`src/rtl/sfxseq_pkg.sv`:
```
package sfxseq_pkg;

  typedef enum logic [1:0] {
    OP_PLAY  = 2'd0,
    OP_ENQ   = 2'd1,
    OP_TICK  = 2'd2,
    OP_RESET = 2'd3
  } op_t;

  localparam int unsigned FREQ_W      = 15;
  localparam int unsigned LEN_W       = 15;
  localparam int unsigned NOTE_W      = FREQ_W + LEN_W;
  localparam int unsigned TIME_W      = 32;
  localparam int unsigned EFFECT_W    = 4;
  localparam int unsigned QCOUNT_W    = 4;
  localparam int unsigned NUM_EFFECTS = 12;

  typedef struct packed {
    logic [FREQ_W-1:0] freq;
    logic [LEN_W-1:0]  len;
  } note_t;

  // Controller to datapath commands
  typedef struct packed {
    logic capture;
    logic clear_all;
    logic push_rom;
    logic push_in;
    logic tick_check;
    logic tick_apply;
    logic load_out;
  } cmd_t;

  // Datapath to controller status
  typedef struct packed {
    op_t  op;
    logic effect_known;
    logic rom_last;
  } status_t;

  function automatic note_t mk_note(input int unsigned f, input int unsigned l);
    note_t n;
    n.freq = FREQ_W'(f);
    n.len  = LEN_W'(l);
    return n;
  endfunction

  // Index of the final note of each effect
  function automatic logic [1:0] effect_last_idx(input logic [EFFECT_W-1:0] eff);
    logic [1:0] r;
    case (eff)
      4'd1, 4'd3, 4'd11: r = 2'd2;
      4'd6, 4'd9:        r = 2'd1;
      4'd10:             r = 2'd3;
      default:           r = 2'd0;
    endcase
    return r;
  endfunction

  function automatic note_t effect_note(input logic [EFFECT_W-1:0] eff,
                                        input logic [1:0] idx);
    note_t n;
    n = mk_note(0, 0);
    case ({eff, idx})
      {4'd0, 2'd0}:  n = mk_note(440, 30);
      {4'd1, 2'd0}:  n = mk_note(800, 50);
      {4'd1, 2'd1}:  n = mk_note(1000, 50);
      {4'd1, 2'd2}:  n = mk_note(1200, 50);
      {4'd2, 2'd0}:  n = mk_note(880, 60);
      {4'd3, 2'd0}:  n = mk_note(392, 100);
      {4'd3, 2'd1}:  n = mk_note(330, 100);
      {4'd3, 2'd2}:  n = mk_note(262, 150);
      {4'd4, 2'd0}:  n = mk_note(600, 40);
      {4'd5, 2'd0}:  n = mk_note(400, 40);
      {4'd6, 2'd0}:  n = mk_note(523, 80);
      {4'd6, 2'd1}:  n = mk_note(659, 80);
      {4'd7, 2'd0}:  n = mk_note(1000, 30);
      {4'd8, 2'd0}:  n = mk_note(700, 40);
      {4'd9, 2'd0}:  n = mk_note(440, 100);
      {4'd9, 2'd1}:  n = mk_note(330, 100);
      {4'd10, 2'd0}: n = mk_note(392, 150);
      {4'd10, 2'd1}: n = mk_note(330, 150);
      {4'd10, 2'd2}: n = mk_note(294, 150);
      {4'd10, 2'd3}: n = mk_note(262, 300);
      {4'd11, 2'd0}: n = mk_note(523, 80);
      {4'd11, 2'd1}: n = mk_note(659, 80);
      {4'd11, 2'd2}: n = mk_note(784, 120);
      default:       n = mk_note(0, 0);
    endcase
    return n;
  endfunction

endpackage

```
`src/rtl/sfxseq_ctrl.sv`:
```
module sfxseq_ctrl
  import sfxseq_pkg::*;
(
  input  logic    clk,
  input  logic    rst,
  input  logic    in_valid,
  output logic    in_ready,
  output logic    out_valid,
  input  logic    out_ready,
  input  status_t status,
  output cmd_t    cmd
);

  typedef enum logic [4:0] {
    S_IDLE   = 5'b00001,
    S_DECODE = 5'b00010,
    S_LOAD   = 5'b00100,
    S_TICK   = 5'b01000,
    S_FIN    = 5'b10000
  } state_t;

  state_t state, state_next;
  logic   out_free;

  assign in_ready = (state == S_IDLE);
  assign out_free = !out_valid || out_ready;

  always_comb begin
    state_next = state;
    cmd        = '0;
    case (state)
      S_IDLE: begin
        if (in_valid) begin
          cmd.capture = 1'b1;
          state_next  = S_DECODE;
        end
      end
      S_DECODE: begin
        case (status.op)
          OP_PLAY: begin
            cmd.clear_all = 1'b1;
            state_next    = status.effect_known ? S_LOAD : S_FIN;
          end
          OP_ENQ: begin
            cmd.push_in = 1'b1;
            state_next  = S_FIN;
          end
          OP_TICK: begin
            cmd.tick_check = 1'b1;
            state_next     = S_TICK;
          end
          OP_RESET: begin
            cmd.clear_all = 1'b1;
            state_next    = S_FIN;
          end
          default: state_next = S_FIN;
        endcase
      end
      S_LOAD: begin
        cmd.push_rom = 1'b1;
        if (status.rom_last) state_next = S_FIN;
      end
      S_TICK: begin
        cmd.tick_apply = 1'b1;
        state_next     = S_FIN;
      end
      S_FIN: begin
        if (out_free) begin
          cmd.load_out = 1'b1;
          state_next   = S_IDLE;
        end
      end
      default: state_next = S_IDLE;
    endcase
  end

  always_ff @(posedge clk) begin
    if (rst) begin
      state     <= S_IDLE;
      out_valid <= 1'b0;
    end else begin
      state <= state_next;
      if (cmd.load_out) out_valid <= 1'b1;
      else if (out_ready) out_valid <= 1'b0;
    end
  end

endmodule

```
`src/rtl/sfxseq_dp.sv`:
```
module sfxseq_dp
  import sfxseq_pkg::*;
#(
  parameter int unsigned QUEUE_DEPTH = 8
) (
  input  logic                clk,
  input  logic                rst,
  input  cmd_t                cmd,
  output status_t             status,
  input  logic [1:0]          operation,
  input  logic [EFFECT_W-1:0] effect_id,
  input  logic [FREQ_W-1:0]   note_frequency,
  input  logic [LEN_W-1:0]    note_length,
  input  logic [TIME_W-1:0]   time_now,
  output logic                stop_tone,
  output logic                start_tone,
  output logic [FREQ_W-1:0]   tone_frequency,
  output logic [LEN_W-1:0]    tone_length,
  output logic [QCOUNT_W-1:0] queued_notes,
  output logic                playing,
  output logic                note_dropped
);

  localparam int unsigned HW = $clog2(QUEUE_DEPTH);
  localparam int unsigned CW = $clog2(QUEUE_DEPTH + 1);
  localparam int unsigned SW = HW + 1;

  // captured item
  op_t                 op_r;
  logic [EFFECT_W-1:0] effect_r;
  note_t               note_r;
  logic [TIME_W-1:0]   now_r;

  // queue and tone state
  note_t             mem [QUEUE_DEPTH];
  note_t             rd_note;
  logic [HW-1:0]     head;
  logic [CW-1:0]     count;
  logic              tone_on;
  logic [TIME_W-1:0] tone_start_time;
  logic [LEN_W-1:0]  active_length;
  logic [1:0]        rom_idx;

  // per-item result flags
  logic              stop_f, start_f, drop_f;
  note_t             started;
  logic              expire_r, go_on_r;

  logic [SW-1:0]     slot_sum;
  logic [HW-1:0]     slot;
  logic              full;
  logic              push;
  note_t             wdata;
  logic [HW-1:0]     head_inc;
  logic [TIME_W-1:0] elapsed;
  logic              expire;
  logic [CW+QCOUNT_W-1:0] count_ext;

  assign slot_sum = SW'(head) + SW'(count);
  assign slot     = (slot_sum >= SW'(QUEUE_DEPTH)) ? HW'(slot_sum - SW'(QUEUE_DEPTH))
                                                   : HW'(slot_sum);
  assign full     = (count >= CW'(QUEUE_DEPTH));
  assign push     = (cmd.push_rom || cmd.push_in) && !full;
  assign wdata    = cmd.push_rom ? effect_note(effect_r, rom_idx) : note_r;
  assign head_inc = (head == HW'(QUEUE_DEPTH - 1)) ? '0 : head + 1'b1;
  assign elapsed  = now_r - tone_start_time;
  assign expire   = tone_on && (elapsed >= TIME_W'(active_length));

  assign status.op           = op_r;
  assign status.effect_known = (effect_r < EFFECT_W'(NUM_EFFECTS));
  assign status.rom_last     = (rom_idx == effect_last_idx(effect_r));

  // note memory: one write port, registered read of the head entry
  always_ff @(posedge clk) begin
    if (push) mem[slot] <= wdata;
    rd_note <= mem[head];
  end

  always_ff @(posedge clk) begin
    if (cmd.capture) begin
      op_r     <= op_t'(operation);
      effect_r <= effect_id;
      note_r   <= '{freq: note_frequency, len: note_length};
      now_r    <= time_now;
      started  <= '0;
    end
    if (cmd.tick_check) begin
      expire_r <= expire;
      go_on_r  <= !tone_on || expire;
    end
    if (cmd.tick_apply && go_on_r && (count != '0)) begin
      started         <= rd_note;
      tone_start_time <= now_r;
      active_length   <= rd_note.len;
    end
    if (rst) begin
      tone_start_time <= '0;
      active_length   <= '0;
    end
  end

  always_ff @(posedge clk) begin
    if (rst) begin
      head    <= '0;
      count   <= '0;
      tone_on <= 1'b0;
      rom_idx <= '0;
      stop_f  <= 1'b0;
      start_f <= 1'b0;
      drop_f  <= 1'b0;
    end else begin
      if (cmd.capture) begin
        stop_f  <= 1'b0;
        start_f <= 1'b0;
        drop_f  <= 1'b0;
      end
      if (cmd.clear_all) begin
        head    <= '0;
        count   <= '0;
        tone_on <= 1'b0;
        stop_f  <= 1'b1;
        rom_idx <= '0;
      end
      if (push) count <= count + 1'b1;
      if (cmd.push_in && full) drop_f <= 1'b1;
      if (cmd.push_rom) rom_idx <= rom_idx + 1'b1;
      if (cmd.tick_apply) begin
        if (expire_r) begin
          tone_on <= 1'b0;
          stop_f  <= 1'b1;
        end
        if (go_on_r && (count != '0)) begin
          head    <= head_inc;
          count   <= count - 1'b1;
          tone_on <= 1'b1;
          start_f <= 1'b1;
        end
      end
    end
  end

  assign count_ext = {{QCOUNT_W{1'b0}}, count};

  // result register
  always_ff @(posedge clk) begin
    if (cmd.load_out) begin
      stop_tone      <= stop_f;
      start_tone     <= start_f;
      tone_frequency <= started.freq;
      tone_length    <= started.len;
      queued_notes   <= count_ext[QCOUNT_W-1:0];
      playing        <= tone_on;
      note_dropped   <= drop_f;
    end
  end

endmodule

```
`src/rtl/sound_effect_note_sequencer_unit.sv`:
```
// Channel  Dir  Handshake             Payload
// in       in   in_valid / in_ready   operation, effect_id, note_frequency,
//                                     note_length, time_now
// out      out  out_valid / out_ready stop_tone, start_tone, tone_frequency,
//                                     tone_length, queued_notes, playing,
//                                     note_dropped
//
// From input transfer to result valid an item passes DECODE, then TICK
// for a tick or LOAD per note of a known effect, then FIN, one at a time.
// Reset (rst, synchronous) empties the queue and silences the tone; the
// note memory is not cleared, only written entries are ever read.
// A result waiting on out_ready does not block the next input transfer;
// only the final load of a second result waits for the output register.
module sound_effect_note_sequencer_unit
  import sfxseq_pkg::*;
#(
  parameter int unsigned QUEUE_DEPTH = 8
) (
  input  logic                clk,
  input  logic                rst,
  input  logic                in_valid,
  output logic                in_ready,
  input  logic [1:0]          operation,
  input  logic [EFFECT_W-1:0] effect_id,
  input  logic [FREQ_W-1:0]   note_frequency,
  input  logic [LEN_W-1:0]    note_length,
  input  logic [TIME_W-1:0]   time_now,
  output logic                out_valid,
  input  logic                out_ready,
  output logic                stop_tone,
  output logic                start_tone,
  output logic [FREQ_W-1:0]   tone_frequency,
  output logic [LEN_W-1:0]    tone_length,
  output logic [QCOUNT_W-1:0] queued_notes,
  output logic                playing,
  output logic                note_dropped
);

  cmd_t    cmd;
  status_t status;

  // sequencing of decode, effect load, tick and result hand-off
  sfxseq_ctrl u_ctrl (
    .clk       (clk),
    .rst       (rst),
    .in_valid  (in_valid),
    .in_ready  (in_ready),
    .out_valid (out_valid),
    .out_ready (out_ready),
    .status    (status),
    .cmd       (cmd)
  );

  // note queue, tone timer and result register
  sfxseq_dp #(
    .QUEUE_DEPTH (QUEUE_DEPTH)
  ) u_dp (
    .clk            (clk),
    .rst            (rst),
    .cmd            (cmd),
    .status         (status),
    .operation      (operation),
    .effect_id      (effect_id),
    .note_frequency (note_frequency),
    .note_length    (note_length),
    .time_now       (time_now),
    .stop_tone      (stop_tone),
    .start_tone     (start_tone),
    .tone_frequency (tone_frequency),
    .tone_length    (tone_length),
    .queued_notes   (queued_notes),
    .playing        (playing),
    .note_dropped   (note_dropped)
  );

endmodule

```
`config.mk`:
```
export PLATFORM = sky130hd
export DESIGN_NAME = sound_effect_note_sequencer_unit
export DESIGN_NICKNAME = d
export VERILOG_FILES = /design/src/rtl/sfxseq_pkg.sv /design/src/rtl/sfxseq_ctrl.sv /design/src/rtl/sfxseq_dp.sv /design/src/rtl/sound_effect_note_sequencer_unit.sv
export SDC_FILE = /design/constraint.sdc
export NUM_CORES = 1
export LEC_CHECK = 0
export BUFFER_PORTS_ARGS = -buffer_cell sky130_fd_sc_hd__buf_2
export CAP_MARGIN = 5
export CORE_ASPECT_RATIO = 0.8
export CORE_UTILIZATION = 60
export CTS_CLUSTER_SIZE = 30
export DETAILED_ROUTE_END_ITERATION = 8
export PLACE_DENSITY = 0.78
export SYNTH_ARGS = -nofsm -noshare
export SYNTH_HDL_FRONTEND = slang
export SYNTH_SLANG_ARGS = --single-unit
export TNS_END_PERCENT = 30
```
`constraint.sdc`:
```
create_clock -name clk -period 9.5 [get_ports clk]
set_input_delay 1.9 -clock clk [delete_from_list [all_inputs] [get_ports clk]]
set_output_delay 1.9 -clock clk [all_outputs]
set_load 0.1 [all_outputs]
```
==> PnR_summary.wiki <==
{| class="wikitable"
! Metric !! Value
|-
| Worst-path cell with the longest stage delay || sky130_fd_sc_hd__a2111oi_0
|-
| Multi-input logic area || ~6000 um^2
|-
| Fmax || 0.216 GHz
|-
| Clk root buf || sky130_fd_sc_hd__clkbuf_16
|-
| Wire length reported by the detailed router || between 40 and 50 mm
|-
| Post-layout minimum cycle time || around 4600 ps
|-
| Number of buffers created by CTS || 44
|-
| Wire length per cell after detailed routing || 21.4 um
|-
| Post-route total power || between 4 and 5 mW
|-
| Width of the die || slightly above 200 um
|-
| Number of placed instances, taps included || about 1,900
|-
| First DRT Iteration DRCs || 1,176
|-
| Synth unique cells || 64
|-
| Placed cell areas || ~21,000 um^2
|-
| Sum of net half-perimeters after detailed placement || around 26 mm
|-
| Commonest non-fill, non-tap cell in the layout || sky130_fd_sc_hd__edfxtp_1
|-
| Global-route wire length before repair || approximately 65 mm
|-
| Final count of pins violating max slew || 0
|-
| Highest-count cells in the layout ignoring fill and taps || sky130_fd_sc_hd__edfxtp_1 (378), sky130_fd_sc_hd__nand2_1 (166), sky130_fd_sc_hd__a21oi_1 (118)
|-
| Fillers || 2,193
|-
| Delay contributed by the slowest stage of the critical path || 400 ps
|-
| Synthesized flop and latch total || between 400 and 500
|-
| Length of the first detailed-routing pass in iterations || 6
|-
| Num rows || 59
|-
| Post-Syn Instances || 1,421
|-
| Post-route standard cell area excluding fillers || approximately 22,000 um^2
|-
| Final worst slack || between 4000 and 5000 ps
|-
| Antenna violations before repair || 1
|-
| TritonCTS clock tree || built
|-
| Final core occ || 0.688
|-
| Clock buffer depth || 3
|-
| Worst-Skew Late Latency || between 500 and 600 ps
|-
| Family of cells with the greatest summed delay on the critical path || compound AO/OA/AOI/OAI gates
|-
| Worst slack at placement || 4960 ps
|-
| Crit path required time || roughly 10000 ps
|-
| Sequence of cells on the critical path || inv_1 -> ha_1 -> fa_1 -> and2b_1 -> o2111ai_1 -> a211o_1 -> inv_1 -> nor3_1 -> xnor2_1 -> ha_1 -> o21ai_0 -> o21bai_1 -> a21o_1 -> a21oi_1 -> o31ai_1 -> a2111oi_0 -> nand4_1 -> nor4_2 -> nand4_1
|-
| Placer Congestion || 0.947
|-
| Layout cells sized above 1 || 0.196
|-
| Final global-route overflow total || 0
|-
| Starting density of the core || 0.610
|-
| DIE AREA || approximately 34,000 um^2
|-
| Power per cell area || around 200 nW/um^2
|-
| Floorplan die height || roughly 160 um
|-
| Post-route setup TNS || 0 ps
|-
| # resized after CTS || 0
|-
| Setup clock skew after layout || between 10 and 15 ps
|-
| Number of ports placed on the die boundary || ~110
|-
| Number of nets in the synthesized netlist || roughly 1,600
|-
| Hold Path Class || flop to flop
|-
| Clock-pin slew reported for the worst setup and hold paths after clock tree synthesis || 60 ps
|-
| Setup repair after global routing missed its margin || false
|-
| Post-synth EDFFs || between 300 and 400
|-
| Result of the run || complete, no violations
|-
| Final hold violations || 0
|-
| Warning count from the yosys run || 0
|-
| Setup violations, final || 0
|-
| Gr usage total || 0.258
|-
| Via count || about 12,000
|-
| P_leak || 7.72 nW
|-
| Combined flip-flop and latch cell area || between 10,000 and 15,000 um^2
|-
| Kind of critical path || flop to flop
|-
| Worst slew slack as a fraction of its limit || 0.141
|-
| Worst setup EP type || flop
|-
| Synth-to-layout area growth || 12.8%
|-
| PortBufs || between 100 and 150
|-
| Transition time at the pin with the least slew margin || about 1300 ps
|-
| Data arrival, critical path || around 4900 ps
|-
| Async SR Flop Fraction || 0
|-
| Critical path peak fanout || 5
|-
| Via/cell ratio || roughly 6.1
|-
| Detailed-route DRC error count || 0
|-
| Count of buffering cells on the critical path with inverters included || 2
|-
| Max_cap viols || 0
|-
| Hold buffer count at CTS || 0
|-
| Sink Count || around 470
|-
| Largest net degree at the start of global routing || between 60 and 70
|-
| Worst ir drop on vdd || 0.143 mV
|-
| H-Tree Depth || 2
|-
| Antenna-violating nets left || 0
|-
| Number of global-route vias before repair || about 12,000
|-
| Mean area per synthesized cell || 13.9 um^2
|-
| Post-synthesis sequential area ratio || 0.670
|-
| Post-layout nets || approximately 1,700
|-
| Core outline area || roughly 32,000 um^2
|-
| Number of diodes || 0
|-
| Hold_ws || between 400 and 500 ps
|-
| Startpoint type of the worst setup path || flop
|-
| Count of non-filler cells in the finished layout || ~2,000
|-
| Post-synthesis instance area || about 20,000 um^2
|-
| Fin crit share || 0.487
|-
| Predominant post-synthesis flop cell || sky130_fd_sc_hd__edfxtp_1
|-
| Buffers inserted during post-CTS setup optimization || 0
|}
[worst paths after layout]
path | depth (start not counted) | slack [ps] | from | to
worst max-delay path | 19 | 4870 | u_dp.now_r[0]$_DFFE_PP_ | u_dp.go_on_r$_DFFE_PP_
worst min register to register | 0 | 420 | u_dp.started[28]$_SDFFCE_PN0P_ | u_dp.tone_frequency[13]$_DFFE_PP_
worst max register to register | 19 | 4870 | u_dp.now_r[0]$_DFFE_PP_ | u_dp.go_on_r$_DFFE_PP_
worst min-delay path | 0 | 420 | u_dp.started[28]$_SDFFCE_PN0P_ | u_dp.tone_frequency[13]$_DFFE_PP_
[metal layers]
metal / part of all wire / global-route usage
met1: 0.44 / 0.385
met2: 0.45 / 0.384
met3: 0.090 / 0.0590
met4: 0.019 / 0.0707
met5: 0 / 0
[state kept, by name, indices dropped and copies added, names as in the netlist, 2 cells and up]
register	count
u_dp.mem	240
u_dp.now_r	32
u_dp.tone_start_time	32
u_dp.note_r	30
u_dp.rd_note	30
u_dp.started	30
u_dp.active_length	15
u_dp.tone_frequency	15
u_dp.tone_length	15
u_ctrl.state	5
u_dp.count	4
u_dp.effect_r	4
u_dp.queued_notes	4
u_dp.head	3
u_dp.op_r	2
u_dp.rom_idx	2
[report_power, final]
| part | internal, mW | switching, mW | total (mW) |
|---|---|---|---|
| Clock | 1.07 | 0.755 | 1.82 |
| Combinational | 0.0929 | 0.186 | 0.278 |
| Sequential | 2.29 | 0.0224 | 2.32 |
[logic make-up after synthesis]
family / Yosys count / synth area share
flip-flops: 474 / 0.670
buffers and inverters: 147 / 0.0281
AO/OA/AOI/OAI: 262 / 0.0812
adder cells (fa/ha/maj): 63 / 0.0406
AND/OR/NAND/NOR: 354 / 0.0808
multiplexers: 95 / 0.0878
XOR/XNOR: 26 / 0.0115
[area by class of cell]
cell class	count	area share
repair buffers	132	0.0319
flip-flops and latches	474	0.594
multi-input cells	800	0.269
clock buffers	62	0.0545
well taps	427	0.0239
inverters	83	0.0139
clock inverters	19	0.0124
[Yosys cell counts (9+ instances only)]
cell / n / area, um^2
sky130_fd_sc_hd__edfxtp_1: 378 / 11400
sky130_fd_sc_hd__nand2_1: 166 / 623
sky130_fd_sc_hd__a21oi_1: 118 / 591
sky130_fd_sc_hd__dfxtp_1: 96 / 1920
sky130_fd_sc_hd__inv_1: 82 / 308
sky130_fd_sc_hd__nor2_1: 70 / 263
sky130_fd_sc_hd__ha_1: 61 / 763
sky130_fd_sc_hd__mux4_2: 60 / 1350
sky130_fd_sc_hd__clkbuf_1: 52 / 195
sky130_fd_sc_hd__o21ai_0: 36 / 180
sky130_fd_sc_hd__mux2_2: 30 / 338
sky130_fd_sc_hd__and2_1: 28 / 175
sky130_fd_sc_hd__nor3_1: 25 / 125
sky130_fd_sc_hd__xnor2_1: 15 / 131
sky130_fd_sc_hd__nand3_1: 14 / 70.1
sky130_fd_sc_hd__a31oi_1: 12 / 75.1
sky130_fd_sc_hd__nand4_1: 12 / 75.1
sky130_fd_sc_hd__nand2b_1: 11 / 68.8
sky130_fd_sc_hd__xor2_1: 11 / 96.3
sky130_fd_sc_hd__a211oi_1: 10 / 75.1
sky130_fd_sc_hd__o211ai_1: 9 / 67.6
Power figures use the tool's default switching activity.
